<file path="src/hw/rtl/wpsm_pkg.sv">
// Package for the wheel pulse speed meter: command codes, field widths and
// saturation limits shared by the core.
// No dependencies.
`timescale 1ns / 1ps

package wpsm_pkg;

  // Field widths
  localparam int CMD_W   = 3;
  localparam int CH_W    = 3;
  localparam int TIME_W  = 32;
  localparam int TICK_W  = 32;
  localparam int MPT_W   = 24;
  localparam int VEL_W   = 40;
  localparam int DIST_W  = 48;
  localparam int PROD_W  = TICK_W + MPT_W;   // pulses * travel per pulse
  localparam int SCALE_W = PROD_W + 10;      // product * 1000
  localparam int QUO_W   = VEL_W;            // quotient bits developed by the divider

  // Command codes
  localparam logic [CMD_W-1:0] CMD_PULSE  = 3'd0;
  localparam logic [CMD_W-1:0] CMD_DIR    = 3'd1;
  localparam logic [CMD_W-1:0] CMD_UPDATE = 3'd2;
  localparam logic [CMD_W-1:0] CMD_CLEAR  = 3'd3;
  localparam logic [CMD_W-1:0] CMD_READ   = 3'd4;

  // Saturation limits and reset value of the scale register
  localparam logic [VEL_W-1:0]  VEL_POS_MAX    = 40'h7F_FFFF_FFFF;
  localparam logic [VEL_W-1:0]  VEL_NEG_MAX    = 40'h80_0000_0000;
  localparam logic [DIST_W-1:0] DIST_POS_MAX   = 48'h7FFF_FFFF_FFFF;
  localparam logic [DIST_W-1:0] DIST_NEG_MAX   = 48'h8000_0000_0000;
  localparam logic [DIST_W-1:0] STEP_MAX       = 48'hFFFF_FFFF_FFFF;
  localparam logic [MPT_W-1:0]  TICK_SCALE_RST = 24'd65536;

endpackage

</file>
<file path="src/hw/rtl/wheel_pulse_speed_meter_core.sv">
// Wheel pulse speed meter core: per-channel pulse counting, direction flags,
// velocity and distance update through one shared restoring divider.
// Depends on wpsm_pkg.
`timescale 1ns / 1ps

// Channel    Ports                                            Transaction
// ---------  -----------------------------------------------  -----------------------
// command    start, busy, in_command, in_channel, in_forward,  start high, busy low
//            in_now_ms
// result     out_valid, out_result_channel, out_velocity,      out_valid high, 1 cycle
//            out_distance, out_lifetime_ticks, out_last
// config     cfg_we, cfg_wdata (travel per pulse)              cfg_we high
//
// Pulse, direction, clear and read are accepted in idle, then executed in ST_EXEC.
// Update walks the channels with one divider: per channel load, scale, 40
// quotient bits and write-back; load, scale and write-back when the quotient
// saturates, and load alone when elapsed time is zero.
// Reset is synchronous, active low, and clears all channel state at once.
// busy stays high while a command executes; results cannot be stalled.

module wheel_pulse_speed_meter_core
  import wpsm_pkg::*;
#(
  parameter int CHANNELS = 4
) (
  input  logic                     clk,
  input  logic                     rst_n,
  // command channel
  input  logic                     start,
  output logic                     busy,
  input  logic [CMD_W-1:0]         in_command,
  input  logic [CH_W-1:0]          in_channel,
  input  logic                     in_forward,
  input  logic [TIME_W-1:0]        in_now_ms,
  // result channel
  output logic                     out_valid,
  output logic [CH_W-1:0]          out_result_channel,
  output logic signed [VEL_W-1:0]  out_velocity,
  output logic signed [DIST_W-1:0] out_distance,
  output logic [TICK_W-1:0]        out_lifetime_ticks,
  output logic                     out_last,
  // configuration
  input  logic                     cfg_we,
  input  logic [MPT_W-1:0]         cfg_wdata
);

  localparam int IW = (CHANNELS > 1) ? $clog2(CHANNELS) : 1;
  localparam logic [CH_W-1:0] LAST_CH  = CH_W'(CHANNELS - 1);
  localparam logic [5:0]      DIV_LAST = 6'(QUO_W - 1);

  typedef enum logic [2:0] {
    ST_IDLE,
    ST_EXEC,
    ST_LOAD,
    ST_SCALE,
    ST_DIV,
    ST_WB
  } state_t;

  // Control and working registers
  state_t               state_r, state_nxt;
  logic [CMD_W-1:0]     cmd_r, cmd_nxt;
  logic [CH_W-1:0]      ch_r, ch_nxt;
  logic                 fwd_r, fwd_nxt;
  logic [TIME_W-1:0]    now_r, now_nxt;
  logic [MPT_W-1:0]     mpt_r;
  logic [TIME_W-1:0]    dt_r, dt_nxt;
  logic [PROD_W-1:0]    p_r, p_nxt;
  logic [TIME_W-1:0]    rem_r, rem_nxt;
  logic [QUO_W-1:0]     low_r, low_nxt;
  logic [5:0]           cnt_r, cnt_nxt;
  logic                 sat_r, sat_nxt;

  // Registered result
  logic                 ov_r, ov_nxt;
  logic [CH_W-1:0]      och_r, och_nxt;
  logic [VEL_W-1:0]     ovel_r, ovel_nxt;
  logic [DIST_W-1:0]    odist_r, odist_nxt;
  logic [TICK_W-1:0]    otick_r, otick_nxt;
  logic                 olast_r, olast_nxt;

  // Channel state
  logic [TICK_W-1:0]    win_r  [CHANNELS];
  logic [TICK_W-1:0]    tot_r  [CHANNELS];
  logic                 rev_r  [CHANNELS];
  logic [VEL_W-1:0]     spd_r  [CHANNELS];
  logic [DIST_W-1:0]    trv_r  [CHANNELS];
  logic [TIME_W-1:0]    prv_r  [CHANNELS];

  // Channel state write controls
  logic                 win_we, tot_we, rev_we, spd_we, trv_we, prv_we;
  logic [TICK_W-1:0]    win_wd, tot_wd;
  logic                 rev_wd;
  logic [VEL_W-1:0]     spd_wd;
  logic [DIST_W-1:0]    trv_wd;
  logic [TIME_W-1:0]    prv_wd;

  // Datapath signals
  logic                 accept;
  logic                 chan_ok;
  logic [IW-1:0]        cidx;
  logic [TICK_W-1:0]    win_rd, tot_rd;
  logic                 rev_rd;
  logic [VEL_W-1:0]     spd_rd;
  logic [DIST_W-1:0]    trv_rd;
  logic [TIME_W-1:0]    prv_rd;
  logic [TIME_W-1:0]    dt_w;
  logic [PROD_W-1:0]    prod_w;
  logic [SCALE_W-1:0]   scaled_w;
  logic                 ovf_w;
  logic [TIME_W:0]      trial_w;
  logic [TIME_W:0]      diff_w;
  logic                 ge_w;
  logic [VEL_W-1:0]     vel_w;
  logic [DIST_W-1:0]    step_w;
  logic [DIST_W+1:0]    dsum_w;
  logic [DIST_W-1:0]    dist_w;

  assign accept  = start && (state_r == ST_IDLE);
  assign busy    = (state_r != ST_IDLE);
  assign chan_ok = ({1'b0, ch_r} < 4'(CHANNELS));
  assign cidx    = ch_r[IW-1:0];

  // Read the addressed channel
  assign win_rd = win_r[cidx];
  assign tot_rd = tot_r[cidx];
  assign rev_rd = rev_r[cidx];
  assign spd_rd = spd_r[cidx];
  assign trv_rd = trv_r[cidx];
  assign prv_rd = prv_r[cidx];

  // Elapsed time and travel product
  assign dt_w   = now_r - prv_rd;
  assign prod_w = PROD_W'(win_rd) * PROD_W'(mpt_r);

  // Scale by 1000 as shift-and-subtract; quotient overflows 40 bits when the top
  // part already reaches the divisor
  assign scaled_w = {p_r, 10'b0} - {6'b0, p_r, 4'b0} - {7'b0, p_r, 3'b0};
  assign ovf_w    = ({6'b0, scaled_w[SCALE_W-1:QUO_W]} >= dt_r);

  // One restoring division step
  assign trial_w = {rem_r, low_r[QUO_W-1]};
  assign diff_w  = trial_w - {1'b0, dt_r};
  assign ge_w    = (trial_w >= {1'b0, dt_r});

  // Signed, saturated velocity from the quotient
  always_comb begin
    if (rev_rd) begin
      if (sat_r || low_r[QUO_W-1]) vel_w = VEL_NEG_MAX;
      else                         vel_w = ~low_r + 40'd1;
    end else begin
      if (sat_r || low_r[QUO_W-1]) vel_w = VEL_POS_MAX;
      else                         vel_w = low_r;
    end
  end

  // Signed, saturated distance
  assign step_w = (|p_r[PROD_W-1:DIST_W]) ? STEP_MAX : p_r[DIST_W-1:0];
  assign dsum_w = rev_rd ? ({{2{trv_rd[DIST_W-1]}}, trv_rd} - {2'b0, step_w})
                         : ({{2{trv_rd[DIST_W-1]}}, trv_rd} + {2'b0, step_w});
  always_comb begin
    if (dsum_w[DIST_W+1:DIST_W-1] == 3'b000 || dsum_w[DIST_W+1:DIST_W-1] == 3'b111) begin
      dist_w = dsum_w[DIST_W-1:0];
    end else if (dsum_w[DIST_W+1]) begin
      dist_w = DIST_NEG_MAX;
    end else begin
      dist_w = DIST_POS_MAX;
    end
  end

  // Sequencer
  always_comb begin
    state_nxt = state_r;
    cmd_nxt   = cmd_r;
    ch_nxt    = ch_r;
    fwd_nxt   = fwd_r;
    now_nxt   = now_r;
    dt_nxt    = dt_r;
    p_nxt     = p_r;
    rem_nxt   = rem_r;
    low_nxt   = low_r;
    cnt_nxt   = cnt_r;
    sat_nxt   = sat_r;
    ov_nxt    = 1'b0;
    och_nxt   = och_r;
    ovel_nxt  = ovel_r;
    odist_nxt = odist_r;
    otick_nxt = otick_r;
    olast_nxt = olast_r;
    win_we = 1'b0; win_wd = '0;
    tot_we = 1'b0; tot_wd = '0;
    rev_we = 1'b0; rev_wd = 1'b0;
    spd_we = 1'b0; spd_wd = '0;
    trv_we = 1'b0; trv_wd = '0;
    prv_we = 1'b0; prv_wd = '0;

    unique case (state_r)
      ST_IDLE: begin
        if (accept) begin
          cmd_nxt = in_command;
          fwd_nxt = in_forward;
          now_nxt = in_now_ms;
          if (in_command == CMD_UPDATE) begin
            ch_nxt    = '0;
            state_nxt = ST_LOAD;
          end else begin
            ch_nxt    = in_channel;
            state_nxt = ST_EXEC;
          end
        end
      end

      ST_EXEC: begin
        unique case (cmd_r)
          CMD_PULSE: begin
            win_we = chan_ok; win_wd = win_rd + 32'd1;
            tot_we = chan_ok; tot_wd = tot_rd + 32'd1;
          end
          CMD_DIR: begin
            rev_we = chan_ok; rev_wd = !fwd_r;
          end
          CMD_CLEAR: begin
            win_we = chan_ok;
            tot_we = chan_ok;
            spd_we = chan_ok;
            trv_we = chan_ok;
          end
          CMD_READ: begin
            ov_nxt    = 1'b1;
            och_nxt   = ch_r;
            ovel_nxt  = chan_ok ? spd_rd : '0;
            odist_nxt = chan_ok ? trv_rd : '0;
            otick_nxt = chan_ok ? tot_rd : '0;
            olast_nxt = 1'b1;
          end
          default: ;
        endcase
        state_nxt = ST_IDLE;
      end

      ST_LOAD: begin
        dt_nxt = dt_w;
        p_nxt  = prod_w;
        if (dt_w == '0) begin
          // no time elapsed: report stored values and move on
          ov_nxt    = 1'b1;
          och_nxt   = ch_r;
          ovel_nxt  = spd_rd;
          odist_nxt = trv_rd;
          otick_nxt = tot_rd;
          olast_nxt = (ch_r == LAST_CH);
          if (ch_r == LAST_CH) state_nxt = ST_IDLE;
          else                 ch_nxt    = ch_r + 3'd1;
        end else begin
          win_we    = 1'b1;
          state_nxt = ST_SCALE;
        end
      end

      ST_SCALE: begin
        if (ovf_w) begin
          sat_nxt   = 1'b1;
          state_nxt = ST_WB;
        end else begin
          sat_nxt   = 1'b0;
          rem_nxt   = {6'b0, scaled_w[SCALE_W-1:QUO_W]};
          low_nxt   = scaled_w[QUO_W-1:0];
          cnt_nxt   = '0;
          state_nxt = ST_DIV;
        end
      end

      ST_DIV: begin
        // develop one quotient bit, shifted in behind the dividend
        rem_nxt = ge_w ? diff_w[TIME_W-1:0] : trial_w[TIME_W-1:0];
        low_nxt = {low_r[QUO_W-2:0], ge_w};
        cnt_nxt = cnt_r + 6'd1;
        if (cnt_r == DIV_LAST) state_nxt = ST_WB;
      end

      ST_WB: begin
        spd_we = 1'b1; spd_wd = vel_w;
        trv_we = 1'b1; trv_wd = dist_w;
        prv_we = 1'b1; prv_wd = now_r;
        ov_nxt    = 1'b1;
        och_nxt   = ch_r;
        ovel_nxt  = vel_w;
        odist_nxt = dist_w;
        otick_nxt = tot_rd;
        olast_nxt = (ch_r == LAST_CH);
        if (ch_r == LAST_CH) begin
          state_nxt = ST_IDLE;
        end else begin
          ch_nxt    = ch_r + 3'd1;
          state_nxt = ST_LOAD;
        end
      end

      default: state_nxt = ST_IDLE;
    endcase
  end

  // Hold state, channel store and registered result
  always_ff @(posedge clk) begin
    if (!rst_n) begin
      state_r <= ST_IDLE;
      mpt_r   <= TICK_SCALE_RST;
      ov_r    <= 1'b0;
      for (int i = 0; i < CHANNELS; i++) begin
        win_r[i] <= '0;
        tot_r[i] <= '0;
        rev_r[i] <= 1'b0;
        spd_r[i] <= '0;
        trv_r[i] <= '0;
        prv_r[i] <= '0;
      end
    end else begin
      state_r <= state_nxt;
      ov_r    <= ov_nxt;
      if (cfg_we) mpt_r <= cfg_wdata;
      if (win_we) win_r[cidx] <= win_wd;
      if (tot_we) tot_r[cidx] <= tot_wd;
      if (rev_we) rev_r[cidx] <= rev_wd;
      if (spd_we) spd_r[cidx] <= spd_wd;
      if (trv_we) trv_r[cidx] <= trv_wd;
      if (prv_we) prv_r[cidx] <= prv_wd;
    end
    cmd_r   <= cmd_nxt;
    ch_r    <= ch_nxt;
    fwd_r   <= fwd_nxt;
    now_r   <= now_nxt;
    dt_r    <= dt_nxt;
    p_r     <= p_nxt;
    rem_r   <= rem_nxt;
    low_r   <= low_nxt;
    cnt_r   <= cnt_nxt;
    sat_r   <= sat_nxt;
    och_r   <= och_nxt;
    ovel_r  <= ovel_nxt;
    odist_r <= odist_nxt;
    otick_r <= otick_nxt;
    olast_r <= olast_nxt;
  end

  assign out_valid          = ov_r;
  assign out_result_channel = och_r;
  assign out_velocity       = $signed(ovel_r);
  assign out_distance       = $signed(odist_r);
  assign out_lifetime_ticks = otick_r;
  assign out_last           = olast_r;

`ifndef SYNTHESIS
  // An accepted command always occupies the sequencer for the next cycle
  a_accept_busy: assert property (@(posedge clk) disable iff (!rst_n)
    start && !busy |=> busy) else $error("accepted command did not raise busy");

  // The final result coincides with the sequencer returning to idle
  a_last_idle: assert property (@(posedge clk) disable iff (!rst_n)
    out_valid && out_last |-> !busy) else $error("final result while still busy");

  // More results of an update must still be pending
  a_notlast_busy: assert property (@(posedge clk) disable iff (!rst_n)
    out_valid && !out_last |-> busy) else $error("update ended without final result");

  // Partial remainder stays below the divisor throughout the division
  a_rem_bound: assert property (@(posedge clk) disable iff (!rst_n)
    state_r == ST_DIV |-> rem_r < dt_r) else $error("divider remainder out of range");

  // Step counter never runs past the quotient width
  a_cnt_bound: assert property (@(posedge clk) disable iff (!rst_n)
    state_r == ST_DIV |-> cnt_r <= DIV_LAST) else $error("divider step count overrun");
`endif

endmodule
</file>
<file path="config.mk">
export PLATFORM = sky130hd
export DESIGN_NAME = wheel_pulse_speed_meter_core
export DESIGN_NICKNAME = d
export VERILOG_FILES = /design/src/hw/rtl/wpsm_pkg.sv /design/src/hw/rtl/wheel_pulse_speed_meter_core.sv
export SDC_FILE = /design/constraint.sdc
export NUM_CORES = 2
export LEC_CHECK = 0
export ABC_AREA = 1
export BUFFER_PORTS_ARGS = -buffer_cell sky130_fd_sc_hd__buf_2
export CORE_ASPECT_RATIO = 0.8
export CORE_MARGIN = 5
export CORE_UTILIZATION = 66
export CTS_CLUSTER_DIAMETER = 50
export DETAILED_ROUTE_END_ITERATION = 12
export HOLD_SLACK_MARGIN = 0.1
export PLACE_DENSITY = 0.85
export SETUP_SLACK_MARGIN = 0.3
export SLEW_MARGIN = 20
export SYNTH_ARGS = -nofsm -noshare
export SYNTH_HDL_FRONTEND = slang
export SYNTH_SLANG_ARGS = --single-unit
</file>
<file path="constraint.sdc">
create_clock -name clk -period 23.6 [get_ports clk]
set_input_delay 4.72 -clock clk [delete_from_list [all_inputs] [get_ports clk]]
set_output_delay 4.72 -clock clk [all_outputs]
set_load 0.03 [all_outputs]
</file>
==> results.yml <==
status:
  status: "finished clean"
worst_setup_path:
  critPathSlowestCell: "inv_1"
  critPathCaptureType: "register"
  criticalPathCategory: "reg2reg"
  required_ns: 24.07
  regToRegSetupSlack_ns: 13.93
  cp.arrival_ns: 10.14
  crit_path_start_kind: "register"
  crit_path_max_fanout: 131
  crit_family: "adder cells"
  cpPeakStageDelay_ns: 0.83
  crit_buf_inv: 8
sta:
  clock.fmax_mhz: 103
  tightest_slew_ns: 1.17
  setup_tns_ns: 0
  worst_hold_slack_ns: 0.475
  min_period_ns: 9.67
  finalSetupViolCount: 0
  rsz0062_at_grt: "false"
  fin_skew_ns: 0.0831
  slew_headroom_pct: 21.8
  maxSlewViolCount: 0
  finalCritPeriodShare_pct: 41.0
  hold_violations: 0
synth:
  syn-instance-count: 10225
  mappedNetlistArea_um2: 87700
  synthFlopType: "edfxtp_1"
  avgSynthCellArea_um2: 8.57
  synth_xor_area_share_pct: 2.32
  synth_nets: 11400
  yosys.cell_types.count: 67
  synth_compound_area_share_pct: 8.30
  seq_area_frac_synth_pct: 37.3
  synth_top_family_by_area: "adder cells"
  synth-adder-area-share_pct: 21.9
  yosysWarnings: 0
  synth_mux_area_share_pct: 0
  ys_ff_latch: 1100
  synth-async-reset-ratio_pct: 0
  synth-edff-count: 1067
  yosys.area_share.simple_pct: 21.5
route:
  met2WireLength_mm: 118
  finalWirelength_mm: 279
  routed-via-count: 75105
  drtAntennaViolNets: 0
  wl_met3_mm: 41.7
  top_layer_used: "met5"
  wl_per_cell_um: 23.1
  firstDrtPassIters: 10
  viasPerCell: 6.21
  drt-initial-drc-count: 10853
  drc: 0
  m1WireLength_mm: 105
cts:
  cts_root_buf: "clkbuf_16"
  cts_buffers: 116
  numClockSinks: 1100
  clkLatencyLatePin_ns: 0.80
  cts-htree-levels: 3
  cts_tree: "done"
  clkTransAtPathRegs_ns: 0.07
  cts-resized-gates: 0
  cts_hold_buf: 0
  cts_buffer_depth: 3
  post-cts-setup-buffers: 0
global_route:
  grt_max_degree: 132
  antenna_found_initial: 8
  track_usage_pct: 39.2
  grt_pass1_vias: 73180
  grt_pass1_wl_mm: 423
  grt-ovfl-total: 0
placed_design:
  dp_hpwl_mm: 203
  gp_congestion: 1.05
  numPortBuffers: 192
cells_and_area:
  fillers: 9913
  area_delta_synth_final_pct: 7.13
  drive_gt1_share_pct: 6.35
  fin_nets: 11405
  final_common_cell: "nand2_1"
  most-common-layout-cells: "1,988 x nand2_1, 1,728 x nor2_1, 1,508 x inv_1"
floorplan:
  die_h_um: 336
  ios: 193
  dieArea_um2: 140000
  start_util_pct: 66.5
  coreArea_um2: 132000
  fp-row-count: 119
  die-width_um: 417
min_path:
  min_path_type: "reg2reg"
run:
  drv_cap: 0
==> routing by layer <==
metal	up-vias	track usage [%]
met5	-	0.432
met4	4	16.6
met3	995	12.6
met2	5479	57.8
met1	35644	54.2
li1	32983	-
==> final cells by class <==
type / count / area (µm²) / share of cell area, %
Timing Repair Buffer: 306 / 1820 / 1.93
Clock inverter: 79 / 876 / 0.933
Clock buffer: 141 / 3020 / 3.21
Tap cell: 1754 / 2190 / 2.34
Multi-Input combinational cell: 7169 / 47500 / 50.6
Antenna cell: 7 / 17.5 / 0.0187
Inverter: 1537 / 5800 / 6.17
Sequential cell: 1100 / 32700 / 34.8
==> worst paths after layout <==
path | startpoint | endpoint | cells after the start
worst max register to register | register | p_r[42] | 29
worst max-delay path | register | p_r[42] | 29
worst min-delay path | mpt_r[0] | mpt_r[0] | 2
worst min register to register | mpt_r[0] | mpt_r[0] | 2
==> Yosys cell counts (41+ instances only) <==
| library cell | count | area share, % |
|---|---|---|
| a21oi_1 | 451 | 2.6 |
| a32o_1 | 42 | 0.48 |
| buf_1 | 41 | 0.18 |
| clkbuf_1 | 300 | 1.3 |
| edfxtp_1 | 1067 | 37 |
| fa_1 | 710 | 16 |
| ha_1 | 398 | 5.7 |
| inv_1 | 1512 | 6.5 |
| nand2_1 | 1995 | 8.5 |
| nand3_1 | 400 | 2.3 |
| nand4_1 | 68 | 0.49 |
| nor2_1 | 1733 | 7.4 |
| nor3_1 | 152 | 0.87 |
| nor4_1 | 44 | 0.31 |
| o211ai_1 | 41 | 0.35 |
| o21ai_0 | 454 | 2.6 |
| o22ai_1 | 68 | 0.49 |
| xnor2_1 | 100 | 1.0 |
| xor2_1 | 132 | 1.3 |
==> metrics by stage <==
stage	utilization, %	worst slack (ns)	std cells	instance area [µm²]
2_1_floorplan	-	12.69	10225	87700
6_report	71.3	13.93	12093	93900
3_5_place_dp	68.3	14.57	11866	90000
4_1_cts	71.3	14.45	12086	93900
5_1_grt	71.3	13.70	12086	93900
3_3_place_gp	68.3	14.76	11866	90000
==> state kept, by name, summed over array words and instances (netlist names), 40 cells and up, named ones only <==
register,cells
tot_r,128
p_r,56
prv_r,128
spd_r,160
low_r,40
trv_r,192
out_velocity,40
win_r,128
out_distance,48
==> worst reg2reg max path: cells and delay by family, from the launching register on <==
family	cells	cell delay, ns
AND/OR/NAND/NOR	10	1.99
flip-flops	1	0.37
XOR/XNOR	1	0.07
adder cells (fa/ha/maj)	8	3.95
buffers and inverters	8	2.40
AO/OA/AOI/OAI	2	0.53
==> cell families (layout without fill, tap and decap cells) <==
group                      count (synthesis)  count (layout)
AOI/OAI and AO/OA                       1264            1264
and+or+nand+nor                         4565            4565
xor gates and xnor gates                 232             232
DFF                                     1100            1100
other                                      0               7
buffers and inverters                   1956            2063
adders and majority gates               1108            1108
Power is not shown: default switching activity piles up to over one toggle a cycle in this logic, so the estimate is an artifact.
